==> src/sv/gsf_queue.sv <==
// ----------------------------------------------------------------------------
// gsf_queue
// Two-entry job queue between the front and the filter datapath.
// ----------------------------------------------------------------------------
module gsf_queue #(
	parameter int DATA_W = 8
) (
	input  logic              clk,
	input  logic              arst_n,
	input  logic              push,
	input  logic [DATA_W-1:0] din,
	input  logic              pop,
	output logic [DATA_W-1:0] dout,
	output logic              full,
	output logic              empty
);

	logic [DATA_W-1:0] mem_q [2];
	logic              wr_q, rd_q;
	logic [1:0]        cnt_q;

	assign full  = (cnt_q == 2'd2);
	assign empty = (cnt_q == 2'd0);
	assign dout  = mem_q[rd_q];

	always_ff @(posedge clk) begin
		if (push) begin
			mem_q[wr_q] <= din;
		end
	end

	always_ff @(posedge clk or negedge arst_n) begin
		if (!arst_n) begin
			wr_q  <= 1'b0;
			rd_q  <= 1'b0;
			cnt_q <= 2'd0;
		end else begin
			if (push) begin
				wr_q <= !wr_q;
			end
			if (pop) begin
				rd_q <= !rd_q;
			end
			cnt_q <= cnt_q + 2'(push) - 2'(pop);
		end
	end

endmodule

==> config.mk <==
export PLATFORM = sky130hd
export DESIGN_NAME = gsf_queue
export DESIGN_NICKNAME = d
export VERILOG_FILES = /design/src/sv/gsf_queue.sv
export SDC_FILE = /design/constraint.sdc
export NUM_CORES = 1
export LEC_CHECK = 0
export BUFFER_PORTS_ARGS = -buffer_cell sky130_fd_sc_hd__buf_2
export CORE_AREA = 2 2 46 48
export DETAILED_ROUTE_END_ITERATION = 10
export DIE_AREA = 0 0 48 50
export PLACE_DENSITY_LB_ADDON = 0.12
export SLEW_MARGIN = 20
export SYNTH_ARGS = -nofsm -noshare
export SYNTH_HDL_FRONTEND = slang
export SYNTH_SLANG_ARGS = --single-unit
==> constraint.sdc <==
create_clock -name clk -period 1.35 [get_ports clk]
set_clock_uncertainty 0.05 [all_clocks]
set_input_delay 0.135 -clock clk [delete_from_list [all_inputs] [get_ports clk]]
set_output_delay 0.135 -clock clk [all_outputs]
set_load 0.02 [all_outputs]
# Word level (Yosys, flattened, before mapping)
# Memories as Yosys holds them, arrays and structs flattened.
# Cells that the tools add are included.
word_totals:
  ff_bits: 4
  ramBits: 16
  out_inout_bits: 10
  mem_count: 1
  elab_cells: 12
  input_bits: 12
  rom_bits: 0
  latch_bits: 0
op_classes:
  muxes: 2
  n_mul: 0
  n_div: 0
  order_cmp: 0
  n_reduce_logical: 3
  n_addsub: 2
  shifts: 0
  eq_ne: 1
  bitwise: 0
mem_list:
  columns: ["memory", "depth", "width", "rd", "rd_ports_with_merged_regs", "wr", "line_no", "text"]
  rows:
  - ["mem_q", 2, 8, 1, 0, 1, "18", "logic [DATA_W-1:0] mem_q [2];"]
op_table:
  columns: ["op", "n"]
  rows:
  - ["$add A2 B1 Y2", 1]
  - ["$eq A2 B2 Y1 const B", 1]
  - ["$logic_not A1 Y1", 2]
  - ["$logic_not A2 Y1", 1]
  - ["$mux W1", 2]
  - ["$sub A2 B1 Y2", 1]

# Depth between registers and ports, before layout
logic_depth:
  depth_word: 2
  mapped_depth: 5
  mapped_depth_nobuf: 5

# Worst setup path before layout
# Ideal clock, no wire load.
synth_timing:
  kind: "register to register"
  startpoint: "reg cnt_q[0]"
  endpoint: "reg cnt_q[1]"
  path_slack_ps: -13
  stages_incl_launch_ff: 6
  arrival_time_ps: 1178
  setup_time_ps: 135
  n_path_buf: 0
  cell_sequence: "dfrtp_1 inv_1 ha_1 inv_1 ha_1 xor3_1"
synth_between:
  elab_chain_len: 2
synth_lines:
  columns: ["item", "line_no", "text"]
  rows:
  - ["start: declaration", "20", "logic [1:0] cnt_q;"]
  - ["start signal: assignment", "44", "cnt_q <= cnt_q + 2'(push) - 2'(pop);"]
  - ["$add A2 B1 Y2", "44", null]
  - ["$sub A2 B1 Y2", "44", null]
# Every way passes these cells.
# A chain may end at the register's enable or synchronous reset.

# Worst setup path after layout
layout_timing:
  startpoint: "reg rd_q"
  endpoint: "out dout[4]"
layout_between:
  elab_chain_len: 1
layout_lines:
  columns: ["item", "line_no", "text"]
  rows:
  - ["start: declaration", "19", "logic wr_q, rd_q;"]
  - ["start signal: assignment", "42", "rd_q <= !rd_q;"]
  - ["$mem_v2 Z2 W8", null, null]
  - ["end: declaration", "13", "output logic [DATA_W-1:0] dout,"]
# Every way passes these cells.

==> reports/metrics.cfg <==
[timing]
timing_worst_slew_pin_value_ps = 385
min_period_ps = 1500
finalSetupTns_ps = -1100
min_period_over_period_pct = 111
rsz0062_at_grt = true
finalSetupViolCount = 8
relSlewSlack_pct = 74.3
slew_viol_final = 0
setup_ws_ps = -150
fmax_ghz = 0.667
hold_viol = 0

[logic_synthesis]
synthTopCellsByArea = edfxtp_1, mux2_4, dfrtp_1, ha_1, xor3_1
synth_top_cell_by_area = edfxtp_1
syn_inst = 40
syn-cell-area_um2 = 808
yosysTopAreaCellShare_pct = 59.4
ys_seq_area_share_pct = 71.8
syn_avg_cell_area_um2 = 20.2
ys_ff_latch = 20
synth_fp_nets = 54
yosysWarnings = 0
synth.distinct_cells = 11

[global_routing]
grt_max_degree = 13
grt_use_total_pct = 12.9
grt_pass1_vias = 483
grt.overflow.total = 0
grt_antenna_before_repair = 0
grt_pass1_wl_um = 2080

[status]
violations = negative setup slack
status = finished, violations left

[critical_path]
crit_top_cell = buf_6
cp.required_ps = 1160
cp_slowest_cell = dfrtp_2
path_cells = buf_6 > mux2_4 > buf_6
path_class = flip-flop to primary output
crit_fanout = 5
rrSetupSlack_ps = 90
worstSetupEndpointType = primary output
start_kind = flip-flop
worst-path-buf-inv = 2
cp_slowest_stage_delay_ps = 430
worstPathArrival_ps = 1310
cp_top_family = flip-flops

[routing]
drtPass1Iterations = 3
detail-route-antenna-nets = 0
route.met2.wl_um = 723
num_vias = 468
drt-total-wl_um = 1290
route.met3.wl_um = 38
initialDrtViolationCount = 3
wl_met1_um = 508
wl_per_cell_um = 12.0
viasPerCell = 4.37
drcViolationCount = 0
top_layer = met4

[cts]
numCtsBuffers = 3
clk_path_buf_depth = 2
cts_root_buffer = clkbuf_4
h-tree-depth = 1
clk_latency_ps = 300
cts_tree = built
clk_pin_slew_ps = 120
cts_sinks = 20

[placement]
dp_slack_ps = -7.03
dp_hpwl_um = 821
place_area_um2 = 951
port_buffers = 21
place.gp.congestion = 0.653

[power]
power_density_nw_per_um2 = 2050
power_mw = 2.45
power_leakage_nw = 0.523
peakVddDrop_v = 0.000984

[final_layout]
multiInputGateArea_um2 = 209
fin_nets = 95
seqCellArea_um2 = 582
final_util_pct = 62.8
layout-drive-gt1-share_pct = 48.8
final_area_um2 = 1190
nFillCells = 134
syn_to_final_growth_pct = 47.8
diodes = 0

[floorplan]
die_y_um = 50
ios = 22
start_util_pct = 42.5
core_um2 = 1900
fp.dieW_um = 48
dieArea_um2 = 2400
row_count = 16

[worst_hold_path]
hold_path.class = input pin to asynchronous set/reset pin

[run]
cap_violations = 0

[path summary, 6_finish.rpt]
path	endpoint	startpoint	cells after the start
min in group clk	cnt_q[1]$_DFF_PN0_	pop	3
worst min register to register	wr_q$_DFFE_PN0P_	wr_q$_DFFE_PN0P_	1
worst min-delay path	rd_q$_DFFE_PN0P_	arst_n	2
max in group asynchronous	rd_q$_DFFE_PN0P_	arst_n	2
worst max register to register	cnt_q[1]$_DFF_PN0_	cnt_q[0]$_DFF_PN0_	5
worst max-delay path	dout[4]	rd_q$_DFFE_PN0P_	3
[routing by layer]
metal  GRT usage, %  vias up
met5              0        -
met4           5.41        0
met3           3.30        2
met2           21.1       11
met1           15.6      227
li1               -      228
[what timing repair did]
item                       in CTS  in global routing
hold endpoints to repair       22                  0
hold buffers                   11                  0
setup endpoints to repair       8                  8
gates resized for setup        20                  0
cloned                          0                  0
buffers inserted                3                  0
[synth_stat cells]
cell and n:
xor3_1 1, xor2_1 2, inv_1 2, buf_6 1
and2_1 1, edfxtp_1 16, nor2b_1 2, dfrtp_1 4
nor2_1 1, mux2_4 8, ha_1 2
[registers in the layout, summed over array words and instances, names as in the netlist]
register	count
mem_q	16
cnt_q	2
rd_q	1
wr_q	1
[final cells by class]
class	instances	share of cell area [%]
timing repair buffer	37	26.0
inverter	2	0.628
tap	27	2.83
sequential	20	48.7
clock inverter	1	2.51
clock buffer	3	1.88
multi-input combinational	17	17.5
[worst register-to-register path, cell delays in order, from the launching register on]
cell and delay (ps):
dfrtp_1 390, inv_1 50, ha_1 270, inv_1 60, ha_1 130, xor3_1 200
[logic make-up (layout without fill, tap and decap cells)]
logic type,Yosys count,count (layout),synth area share (%)
fa+ha+maj,2,2,3.10
buf+inv,3,43,2.32
mux,8,8,14.9
xor+xnor,3,3,5.11
flops,20,20,71.8
simple gates,4,4,2.79
[power by group]
group / total (mW) / internal, mW / leakage (nW) / switching, mW
logic: 1.06 / 0.600 / 0.299 / 0.457
registers: 0.912 / 0.842 / 0.196 / 0.0703
clock network: 0.482 / 0.300 / 0.0279 / 0.182
total: 2.45 / 1.74 / 0.523 / 0.709
[metrics by stage]
step	std cells	hold slack, ps
after detailed placement	89	-97.7
after floorplan	40	-211
after global routing	107	97.6
after global placement	89	-102
after CTS	107	96.6
final	107	99.4
[cells in the final DEF, fill, tap and decap left out, drive strengths merged, types with 2 or more instances in the layout]
master and instances:
buf 26, clkbuf 3, dfrtp 4, dlygate4sd3 11, edfxtp 16, ha 2
inv 2, mux2 8, nor2b 2, xor2 2
No activity file was read; power rests on OpenSTA's default activity.
