[src/sv/gsf_pkg.sv]
// ----------------------------------------------------------------------------
// gsf_pkg
// Shared constants, register codes and job types of the gaussian smoothing fir.
// ----------------------------------------------------------------------------
package gsf_pkg;

	localparam int MAX_TAPS       = 32;
	localparam int SAMPLE_BITS    = 24;
	localparam int COEF_FRAC_BITS = 16;

	localparam int TAPS_W      = 6;
	localparam int COEF_IDX_W  = 5;
	localparam int APB_DATA_W  = 32;
	localparam int APB_ADDR_W  = 3;

	// register index taken from paddr[2]
	localparam logic REG_TAPS = 1'b0;
	localparam logic REG_EDGE = 1'b1;

	localparam logic [TAPS_W-1:0] TAPS_RESET = '0;
	localparam logic              EDGE_RESET = 1'b1;

	// input item kind codes
	localparam logic KIND_COEF   = 1'b0;
	localparam logic KIND_SAMPLE = 1'b1;

	typedef enum logic [1:0] {
		JOB_COEF,
		JOB_FILT,
		JOB_PASS
	} job_kind_t;

	typedef struct packed {
		job_kind_t               kind;
		logic                    last_out;
		logic [COEF_IDX_W-1:0]   coef_idx;
	} job_ctl_t;

	typedef struct packed {
		logic flushing;
		logic push;
	} front_sts_t;

	function automatic int max_int(input int a, input int b);
		return (a > b) ? a : b;
	endfunction

endpackage

[src/sv/gsf_ifs.sv]
// ----------------------------------------------------------------------------
// gsf input and output channels
// Valid/ready channels carrying sample or coefficient items and filter results.
// ----------------------------------------------------------------------------
interface gsf_in_if #(
	parameter int SAMPLE_BITS    = gsf_pkg::SAMPLE_BITS,
	parameter int COEF_FRAC_BITS = gsf_pkg::COEF_FRAC_BITS
);
	logic                                 valid;
	logic                                 ready;
	logic                                 kind;
	logic signed [SAMPLE_BITS-1:0]        sample;
	logic                                 last;
	logic [gsf_pkg::COEF_IDX_W-1:0]       coef_index;
	logic [COEF_FRAC_BITS:0]              coef_value;

	modport source (output valid, kind, sample, last, coef_index, coef_value, input ready);
	modport sink   (input valid, kind, sample, last, coef_index, coef_value, output ready);
endinterface


[src/sv/gsf_front.sv]
// ----------------------------------------------------------------------------
// gsf_front
// Accepts items, keeps the sample window and sequence state, issues jobs.
// ----------------------------------------------------------------------------
module gsf_front #(
	parameter int MAX_TAPS       = gsf_pkg::MAX_TAPS,
	parameter int SAMPLE_BITS    = gsf_pkg::SAMPLE_BITS,
	parameter int COEF_FRAC_BITS = gsf_pkg::COEF_FRAC_BITS,
	localparam int W_W           = $clog2(MAX_TAPS + 1),
	localparam int WIN_W         = MAX_TAPS * SAMPLE_BITS
) (
	input  logic                          clk,
	input  logic                          arst_n,
	gsf_in_if.sink                        in_ch,
	input  logic [W_W-1:0]                w,
	input  logic                          q_full,
	output gsf_pkg::job_ctl_t             job_ctl,
	output logic [W_W-1:0]                job_lag,
	output logic [W_W-1:0]                job_seen,
	output logic signed [SAMPLE_BITS-1:0] job_first,
	output logic [COEF_FRAC_BITS:0]       job_coef,
	output logic [WIN_W-1:0]              job_win,
	output gsf_pkg::front_sts_t           sts
);

	logic [WIN_W-1:0]              win_q, win_n;
	logic [W_W-1:0]                seen_q, seen_n, lag_q, dly;
	logic signed [SAMPLE_BITS-1:0] first_q, first_n;
	logic                          flush_q;
	logic                          fire, idx_ok, flush_push, flush_step;

	// outputs still pending behind the newest sample
	assign dly        = w - W_W'(1) - (w >> 1);
	assign in_ch.ready = !flush_q && !q_full;
	assign fire       = in_ch.valid && in_ch.ready;
	assign idx_ok     = (int'(in_ch.coef_index) < MAX_TAPS);
	assign win_n      = (win_q << SAMPLE_BITS) | WIN_W'($unsigned(in_ch.sample));
	assign seen_n     = (int'(seen_q) < MAX_TAPS) ? seen_q + W_W'(1) : seen_q;
	assign first_n    = (seen_q == '0) ? in_ch.sample : first_q;
	assign flush_push = flush_q && (lag_q < seen_q);
	assign flush_step = flush_q && (!flush_push || !q_full);

	always_comb begin
		job_ctl.kind     = gsf_pkg::JOB_FILT;
		job_ctl.last_out = 1'b0;
		job_ctl.coef_idx = in_ch.coef_index;
		job_lag          = dly;
		job_seen         = seen_n;
		job_first        = first_n;
		job_coef         = in_ch.coef_value;
		job_win          = win_n;
		sts.push         = 1'b0;
		sts.flushing     = flush_q;
		if (flush_q) begin
			job_lag          = lag_q;
			job_seen         = seen_q;
			job_first        = first_q;
			job_win          = win_q;
			job_ctl.last_out = (lag_q == '0);
			sts.push         = flush_push && !q_full;
		end else if (fire) begin
			case (in_ch.kind)
				gsf_pkg::KIND_COEF: begin
					job_ctl.kind = gsf_pkg::JOB_COEF;
					sts.push     = idx_ok;
				end
				gsf_pkg::KIND_SAMPLE: begin
					if (w == '0) begin
						job_ctl.kind     = gsf_pkg::JOB_PASS;
						job_ctl.last_out = in_ch.last;
						job_first        = in_ch.sample;
						sts.push         = 1'b1;
					end else if (!in_ch.last) begin
						sts.push = (seen_n > dly);
					end
				end
				default: sts.push = 1'b0;
			endcase
		end
	end

	always_ff @(posedge clk) begin
		if (fire && in_ch.kind == gsf_pkg::KIND_SAMPLE) begin
			win_q <= win_n;
		end
	end

	always_ff @(posedge clk or negedge arst_n) begin
		if (!arst_n) begin
			seen_q  <= '0;
			first_q <= '0;
			flush_q <= 1'b0;
			lag_q   <= '0;
		end else begin
			if (fire && in_ch.kind == gsf_pkg::KIND_SAMPLE) begin
				first_q <= first_n;
				if (in_ch.last && w == '0) begin
					seen_q <= '0;
				end else begin
					seen_q <= seen_n;
				end
				if (in_ch.last && w != '0) begin
					flush_q <= 1'b1;
					lag_q   <= dly;
				end
			end
			if (flush_step) begin
				if (lag_q == '0) begin
					flush_q <= 1'b0;
					seen_q  <= '0;
				end else begin
					lag_q <= lag_q - W_W'(1);
				end
			end
		end
	end

endmodule

[src/flat_wrapper.sv]
// flat-port wrapper written by rule: the top's interface ports become plain ports
module gsf_front_flat 
#(
	parameter int MAX_TAPS       = gsf_pkg::MAX_TAPS,
	parameter int SAMPLE_BITS    = gsf_pkg::SAMPLE_BITS,
	parameter int COEF_FRAC_BITS = gsf_pkg::COEF_FRAC_BITS,
	localparam int W_W           = $clog2(MAX_TAPS + 1),
	localparam int WIN_W         = MAX_TAPS * SAMPLE_BITS
)
  (clk, arst_n, w, q_full, job_ctl, job_lag, job_seen, job_first, job_coef, job_win, sts, in_ch_valid, in_ch_kind, in_ch_sample, in_ch_last, in_ch_coef_index, in_ch_coef_value, in_ch_ready);
  gsf_in_if #(.SAMPLE_BITS(SAMPLE_BITS), .COEF_FRAC_BITS(COEF_FRAC_BITS)) in_ch_i ();
  input  logic clk;
  input  logic arst_n;
  input  logic [W_W-1:0] w;
  input  logic q_full;
  output gsf_pkg::job_ctl_t job_ctl;
  output logic [W_W-1:0] job_lag;
  output logic [W_W-1:0] job_seen;
  output logic signed [SAMPLE_BITS-1:0] job_first;
  output logic [COEF_FRAC_BITS:0] job_coef;
  output logic [WIN_W-1:0] job_win;
  output gsf_pkg::front_sts_t sts;
  input wire logic [$bits(in_ch_i.valid)-1:0] in_ch_valid;
  input wire logic [$bits(in_ch_i.kind)-1:0] in_ch_kind;
  input wire logic [$bits(in_ch_i.sample)-1:0] in_ch_sample;
  input wire logic [$bits(in_ch_i.last)-1:0] in_ch_last;
  input wire logic [$bits(in_ch_i.coef_index)-1:0] in_ch_coef_index;
  input wire logic [$bits(in_ch_i.coef_value)-1:0] in_ch_coef_value;
  output wire logic [$bits(in_ch_i.ready)-1:0] in_ch_ready;
  assign in_ch_i.valid = in_ch_valid;
  assign in_ch_i.kind = in_ch_kind;
  assign in_ch_i.sample = in_ch_sample;
  assign in_ch_i.last = in_ch_last;
  assign in_ch_i.coef_index = in_ch_coef_index;
  assign in_ch_i.coef_value = in_ch_coef_value;
  assign in_ch_ready = in_ch_i.ready;
  gsf_front #(.MAX_TAPS(MAX_TAPS), .SAMPLE_BITS(SAMPLE_BITS), .COEF_FRAC_BITS(COEF_FRAC_BITS)) u_core (.clk(clk), .arst_n(arst_n), .in_ch(in_ch_i), .w(w), .q_full(q_full), .job_ctl(job_ctl), .job_lag(job_lag), .job_seen(job_seen), .job_first(job_first), .job_coef(job_coef), .job_win(job_win), .sts(sts));
endmodule
[config.mk]
export PLATFORM = sky130hd
export DESIGN_NAME = gsf_front_flat
export DESIGN_NICKNAME = d
export VERILOG_FILES = /design/src/sv/gsf_pkg.sv /design/src/sv/gsf_ifs.sv /design/src/sv/gsf_front.sv /design/src/flat_wrapper.sv
export SDC_FILE = /design/constraint.sdc
export NUM_CORES = 1
export LEC_CHECK = 0
export BUFFER_PORTS_ARGS = -buffer_cell sky130_fd_sc_hd__clkbuf_2
export CAP_MARGIN = 20
export CORE_AREA = 2 2 350 352
export CTS_CLUSTER_SIZE = 25
export DETAILED_ROUTE_END_ITERATION = 10
export DIE_AREA = 0 0 352 354
export GPL_ROUTABILITY_DRIVEN = 0
export PLACE_DENSITY = 0.46
export RECOVER_POWER = 25
export SLEW_MARGIN = 20
export SYNTH_ARGS = -nofsm -noshare
export SYNTH_HDL_FRONTEND = slang
export SYNTH_SLANG_ARGS = --single-unit
export TNS_END_PERCENT = 5
[constraint.sdc]
create_clock -name clk -period 34.1 [get_ports clk]
set_clock_uncertainty 0.15 [all_clocks]
set_input_delay 0 -clock clk [delete_from_list [all_inputs] [get_ports clk]]
set_output_delay 0 -clock clk [all_outputs]
set_load 0.02 [all_outputs]
## Word level (Yosys, flattened, before mapping)

Cells that the tools add are included.
W data, S select, Z words.

- Bits in registers: 805
- Input bits: 58
- Output and inout port bits: 832

- Add/subtract/negate cells: 4
- $lt $le $gt $ge: 3
- Mux-type cells: 32
- Bitwise operators: 2
- Reduce and logical (&&, ||, !) cells: 16

Operators with widths:

| operator | count |
|---|---|
| $mux W768 | 1 |
| $or A768 B24 Y768 | 1 |
| $mux W24 | 5 |
| $mux W6 | 11 |
| $logic_not A6 Y1 | 3 |
| $sub A6 B1 Y6 const B | 2 |
| $mux W1 | 10 |
| $logic_and A1 B1 Y1 | 8 |
| $add A6 B1 Y6 const B | 1 |
| $gt A6 B6 Y1 | 1 |
| $lt A6 B6 Y1 | 1 |
| $lt A6 B6 Y1 const B | 1 |
| $mux W3 | 2 |
| $reduce_bool A6 Y1 | 1 |
| $sub A6 B5 Y6 | 1 |
| $pmux W2 S2 | 1 |
| $logic_not A1 Y1 | 3 |
| $mux W2 | 1 |
| $pmux W1 S2 | 1 |
| $logic_or A1 B1 Y1 | 1 |
| $not A1 Y1 | 1 |

## Depth between registers and ports, before layout

- Depth in word-level cells: 8
- Gate-level depth with buffers: 12
- Mapped depth without buffers: 12

## Worst setup path after synthesis

No wires, ideal clock.

- Path type: register to register
- Start: register u_core.flush_q
- End: register u_core.lag_q[0]
- Library setup time: 0.164 ns
- Arrival time: 10.691 ns
- Data required time: 33.786 ns
- Setup slack: 23.095 ns
- Cell stages (with the launch flop): 8
- Clock period less this slack: 11.005 ns
- Cell sequence: dfrtp_1 buf_6 nor2_8 nand3_4 inv_2 nand3_2 o211ai_1 o221ai_1

- Word-level cells in the longest chain between the ends: 7
- Elaborated cells between the ends (all ways): 11
- Classes of those cells: mux: 3; reduce/logical: 8

Ends and longest elaborated chain:

| what | RTL line | source |
|---|---|---|
| start: declaration | gsf_front.sv:29 | `logic flush_q;` |
| start signal: assignment | gsf_front.sv:92 | `flush_q <= 1'b0;` |
| start signal: assignment | gsf_front.sv:103 | `flush_q <= 1'b1;` |
| start signal: assignment | gsf_front.sv:109 | `flush_q <= 1'b0;` |
| $logic_not A1 Y1 (*) | gsf_front.sv:34 | `assign in_ch.ready = !flush_q && !q_full;` |
| $logic_and A1 B1 Y1 (*) | gsf_front.sv:34 |  |
| named net in_ch_ready | flat_wrapper.sv:29 | `output wire logic [$bits(in_ch_i.ready)-1:0] in_ch_ready;` |
| $logic_and A1 B1 Y1 (*) | gsf_front.sv:35 | `assign fire = in_ch.valid && in_ch.ready;` |
| $logic_and A1 B1 Y1 (*) | gsf_front.sv:95 | `if (fire && in_ch.kind == gsf_pkg::KIND_SAMPLE) begin` |
| $mux W6 (*) | gsf_front.sv:95 |  |
| $mux W6 | gsf_front.sv:108 | `if (lag_q == '0) begin` |
| $mux W6 (*) | gsf_front.sv:107 | `if (flush_step) begin` |
| end signal: assignment | gsf_front.sv:104 | `lag_q <= dly;` |
| end signal: assignment | gsf_front.sv:112 | `lag_q <= lag_q - W_W'(1);` |
| end: declaration | gsf_front.sv:27 | `logic [W_W-1:0] seen_q, seen_n, lag_q, dly;` |

The timed path passes the listed nets; every way through them passes the cells marked *.
A chain may end at the register's enable or synchronous reset.

## Worst setup path in the final report

- Start: register u_core.flush_q
- End: register u_core.win_q[467] (enable)

- Word-level cells in the longest chain between the ends: 4

Ends and longest elaborated chain:

| what | RTL line | source |
|---|---|---|
| $logic_not A1 Y1 | gsf_front.sv:34 |  |
| $logic_and A1 B1 Y1 | gsf_front.sv:34 |  |
| $logic_and A1 B1 Y1 | gsf_front.sv:35 |  |
| $logic_and A1 B1 Y1 | gsf_front.sv:83 | `if (fire && in_ch.kind == gsf_pkg::KIND_SAMPLE) begin` |
| end signal: assignment | gsf_front.sv:84 | `win_q <= win_n;` |
| end: declaration | gsf_front.sv:26 | `logic [WIN_W-1:0] win_q, win_n;` |

No other way between the ends.

==> results by group <==
Status
  – Status: finished clean

Min path
  – Hold Crit Class: primary input to register
  – Worst hold path startpoint: in_ch_sample[17]
  – Hold EP: u_core.first_q[17]$_DFFE_PN0P_
  – Hold depth: 3

Floorplan
  – Die area: 0.125 mm2
  – Core Rows: 128
  – DIE WIDTH: 352 um
  – Initial Util: 29.1%
  – Core ar.: 0.121 mm2
  – Die height: 354 um
  – I/O Pins: 890

Power
  – Switch share: 37.8%
  – Seq pwr share: 32.7%
  – Clock share of power: 26.0%
  – Internal power: 2.34 mW
  – Combinational share of power: 41.3%
  – Cell Pwr Density: 83.8 mW/mm2
  – Total net switching power: 1.42 mW
  – Lkg Pwr: 16.9 nW
  – Maximum VDD drop: 0.0455 mV

STA
  – Final Setup Violations: 0
  – Worst Tran Pin Value: 1.10 ns
  – Tcrit/Tclk final: 19.4%
  – Normalized max-slew margin: 26.6%
  – Final setup margin: 27.49 ns
  – F_max: 151 MHz
  – Hold_ws: 0.0793 ns
  – Final Hold Viols: 0
  – Minimum clock period: 6.61 ns
  – RSZ-0062 raised after global routing: false
  – Max-slew violations: 0
  – Setup TNS: 0 ns

Detailed routing
  – Number of routed nets with antenna violations: 0
  – Routed WL per cell: 23.2 um
  – DR vias: 20,500
  – Residual DRC count: 0
  – DRT Pass-1 Iters: 5
  – Vias per inst: 4.52
  – Post-Route WL: 105,000 um
  – Initial DRC Count: 1,365

Clock tree
  – CTS Root Cell: clkbuf_16
  – CTS tree: done
  – # clock sinks: 805
  – H-tree levels: 3
  – Postcts setup bufs: 0
  – CTS Buf Count: 93
  – Post-CTS Resized: 0
  – Longest Clk Path Bufs: 3
  – Clock-pin slew on the worst setup and hold paths: 0.06 ns
  – Clk Latency, worst-skew pair: 0.67 ns
  – Hold Buf Count CTS: 86

Setup path
  – FF-to-FF setup slack: 27.49 ns
  – CP startpoint kind: register
  – Critical path class: register to register
  – FF-to-FF path depth: 8
  – Slowest stage delay, CP: 0.89 ns
  – Critical Path RT: 34.22 ns
  – Worst setup EP type: register
  – Critical path origin: u_core.flush_q$_DFF_PN0_
  – Reg2reg end: u_core.win_q[467]$_DFFE_PP_
  – Critical Path, Cell by Cell: nor2_8, nand3_4, dlygate4sd3_1, inv_8, buf_4, buf_4, buf_4, buf_4
  – Critical path's slowest cell: buf_4
  – CP Max Fanout: 110
  – Crit path top cell by count: buf_4
  – Arrival @ worst endpoint: 6.73 ns
  – RR Startpoint: u_core.flush_q$_DFF_PN0_

Cells and area
  – Post-route cell area: 0.0448 mm2
  – Reg area: 0.0240 mm2
  – Layout cells sized above 1: 61.6%
  – Multi-input gate area: 0.0105 mm2
  – Synth-to-layout area growth: 27.2%
  – Nets: 2,927
  – Final core occ: 37.1%
  – FILL cells: 11,500

GRT
  – Grt met2 use: 26.6%
  – M1 GR Usage: 19.2%
  – Routing usage on met3: 6.89%
  – GRT busiest layer: met2
  – Vias in the first global route: 21,400
  – First-pass GRT wire length: 151,000 um
  – Initial antenna violation count: 4
  – Largest net degree at the start of global routing: 181
  – Gr usage total: 16.2%
  – Total gr overflow: 0

Synth
  – #FFs+latches synth: 805
  – Number of synthesized flops with an enable pin: 768
  – Top post-synthesis cells by area: edfxtp_1 65%, mux2_2 25%, dfrtp_1 2.6%
  – Syn. warnings: 0
  – Synth Instances: 1,920
  – Share of the synthesized area in the top cell type: 65.5%
  – Syn_nets: 2,002
  – Post-synth ARST share: 4.60%
  – Seq/Total Area, Yosys: 68.1%
  – Area leader, netlist: edfxtp_1
  – Synth Cell Area: 0.0352 mm2
  – Post-Syn Area per Cell: 18.3 um2
  – Distinct cell type count after synthesis: 52
  – Top FF cell, synth: edfxtp_1

Placed design
  – Port Buffers: 845
  – Placed cell areas: 0.0410 mm2
  – Dpl ws: 28.00 ns
  – Final HPWL DP: 77,000 um

Run
  – Max Cap Viol: 0
-- how the worst max path moves through the flow --
stage | endpoint | depth (start not counted)
after floorplan | u_core.lag_q[0]$_DFF_PN0_ | 7
after global placement | u_core.win_q[418]$_DFFE_PP_ | 7
after detailed placement | u_core.win_q[423]$_DFFE_PP_ | 7
after CTS | u_core.win_q[416]$_DFFE_PP_ | 8
after global routing | u_core.win_q[466]$_DFFE_PP_ | 8
final | u_core.win_q[467]$_DFFE_PP_ | 8
-- per-layer routing --
metal,vias up,routed length (um)
li1,9361,-
met5,-,0
met2,756,50200
met1,10300,41900
met4,0,3090
met3,134,10100
-- cells by family (layout without fill, tap and decap cells) --
family | after synthesis | after routing | synth area share [%]
compound gates | 42 | 42 | 0.814
mux | 823 | 823 | 26.6
xor+xnor | 12 | 12 | 0.320
fa+ha+maj | 24 | 24 | 0.874
buf+inv | 143 | 1138 | 2.19
other cells | 0 | 1 | 0
simple gates | 71 | 71 | 1.08
flops | 805 | 805 | 68.1
-- critical path: cells and delay by family, from the launching register on --
family | cells | cell delay [ns]
and+or+nand+nor | 2 | 0.35
buffers and inverters | 6 | 4.65
DFF | 1 | 0.77
-- synthesized netlist by cell type, types with 2 or more instances --
cell / n
mux2_2: 770
edfxtp_1: 768
buf_2: 80
dfrtp_1: 37
mux2_4: 30
buf_4: 24
nor2_1: 24
ha_1: 23
inv_1: 21
mux2_1: 18
a21oi_1: 15
nand2_1: 14
clkbuf_1: 10
xnor2_1: 8
buf_6: 6
nor3_1: 6
mux2i_1: 5
a22oi_1: 3
and2_1: 3
and3_1: 3
nand2b_1: 3
nand3_1: 3
nand4_1: 3
o21bai_1: 3
or3_1: 3
xor2_1: 3
a211o_1: 2
a21o_1: 2
a31oi_1: 2
inv_2: 2
nor2b_1: 2
o211ai_1: 2
o21ai_0: 2
o221ai_1: 2
-- through the flow --
step	total power [mW]	cells
floorplan	2.31	1920
global route	3.92	4540
CTS	3.81	4540
global placement	2.80	4289
finish	3.76	4541
detailed placement	2.81	4289
-- power by group through the flow --
stage	clock network, mW	registers (mW)	logic [mW]
floorplan	0	1.23	1.08
global placement	0	1.24	1.56
detailed placement	0	1.25	1.56
CTS	1.01	1.23	1.58
global route	1.04	1.24	1.64
finish	0.978	1.23	1.55
-- area by class of cell --
cell class | count | area share [%]
antenna | 1 | 0.00558
sequential | 805 | 53.5
multi-input combinational | 972 | 23.4
timing repair buffer | 950 | 11.7
tap | 1625 | 4.54
clock inverter | 56 | 1.18
inverter | 23 | 0.209
clock buffer | 109 | 5.44
-- state kept, by name, summed over array words and instances, names as in the netlist --
name / count
u_core.flush_q: 1
u_core.win_q: 768
u_core.seen_q: 6
u_core.first_q: 24
u_core.lag_q: 6
-- placed cells by master (no fill, tap or decap), drive strengths merged, types with 2 or more instances in the layout --
cell,Yosys,final
nand3,5,5
nor3,6,6
a21o,2,2
clkinvlp,0,2
o211ai,2,2
nand2,14,14
a21oi,15,15
bufinv,0,8
o21ai,3,3
mux2,818,818
and3,3,3
a22oi,3,3
nand4,3,3
or3,3,3
mux2i,5,5
edfxtp,768,768
inv,23,24
nor2,26,26
o21bai,4,4
xor2,3,3
nor2b,2,2
clkinv,0,45
dlygate4sd3,0,86
a31oi,2,2
o221ai,2,2
ha,23,23
a211o,2,2
and2,3,3
nand2b,3,3
clkbuf,10,954
xnor2,9,9
dfrtp,37,37
buf,110,19
Note: power is estimated with default switching activity, not from simulation.
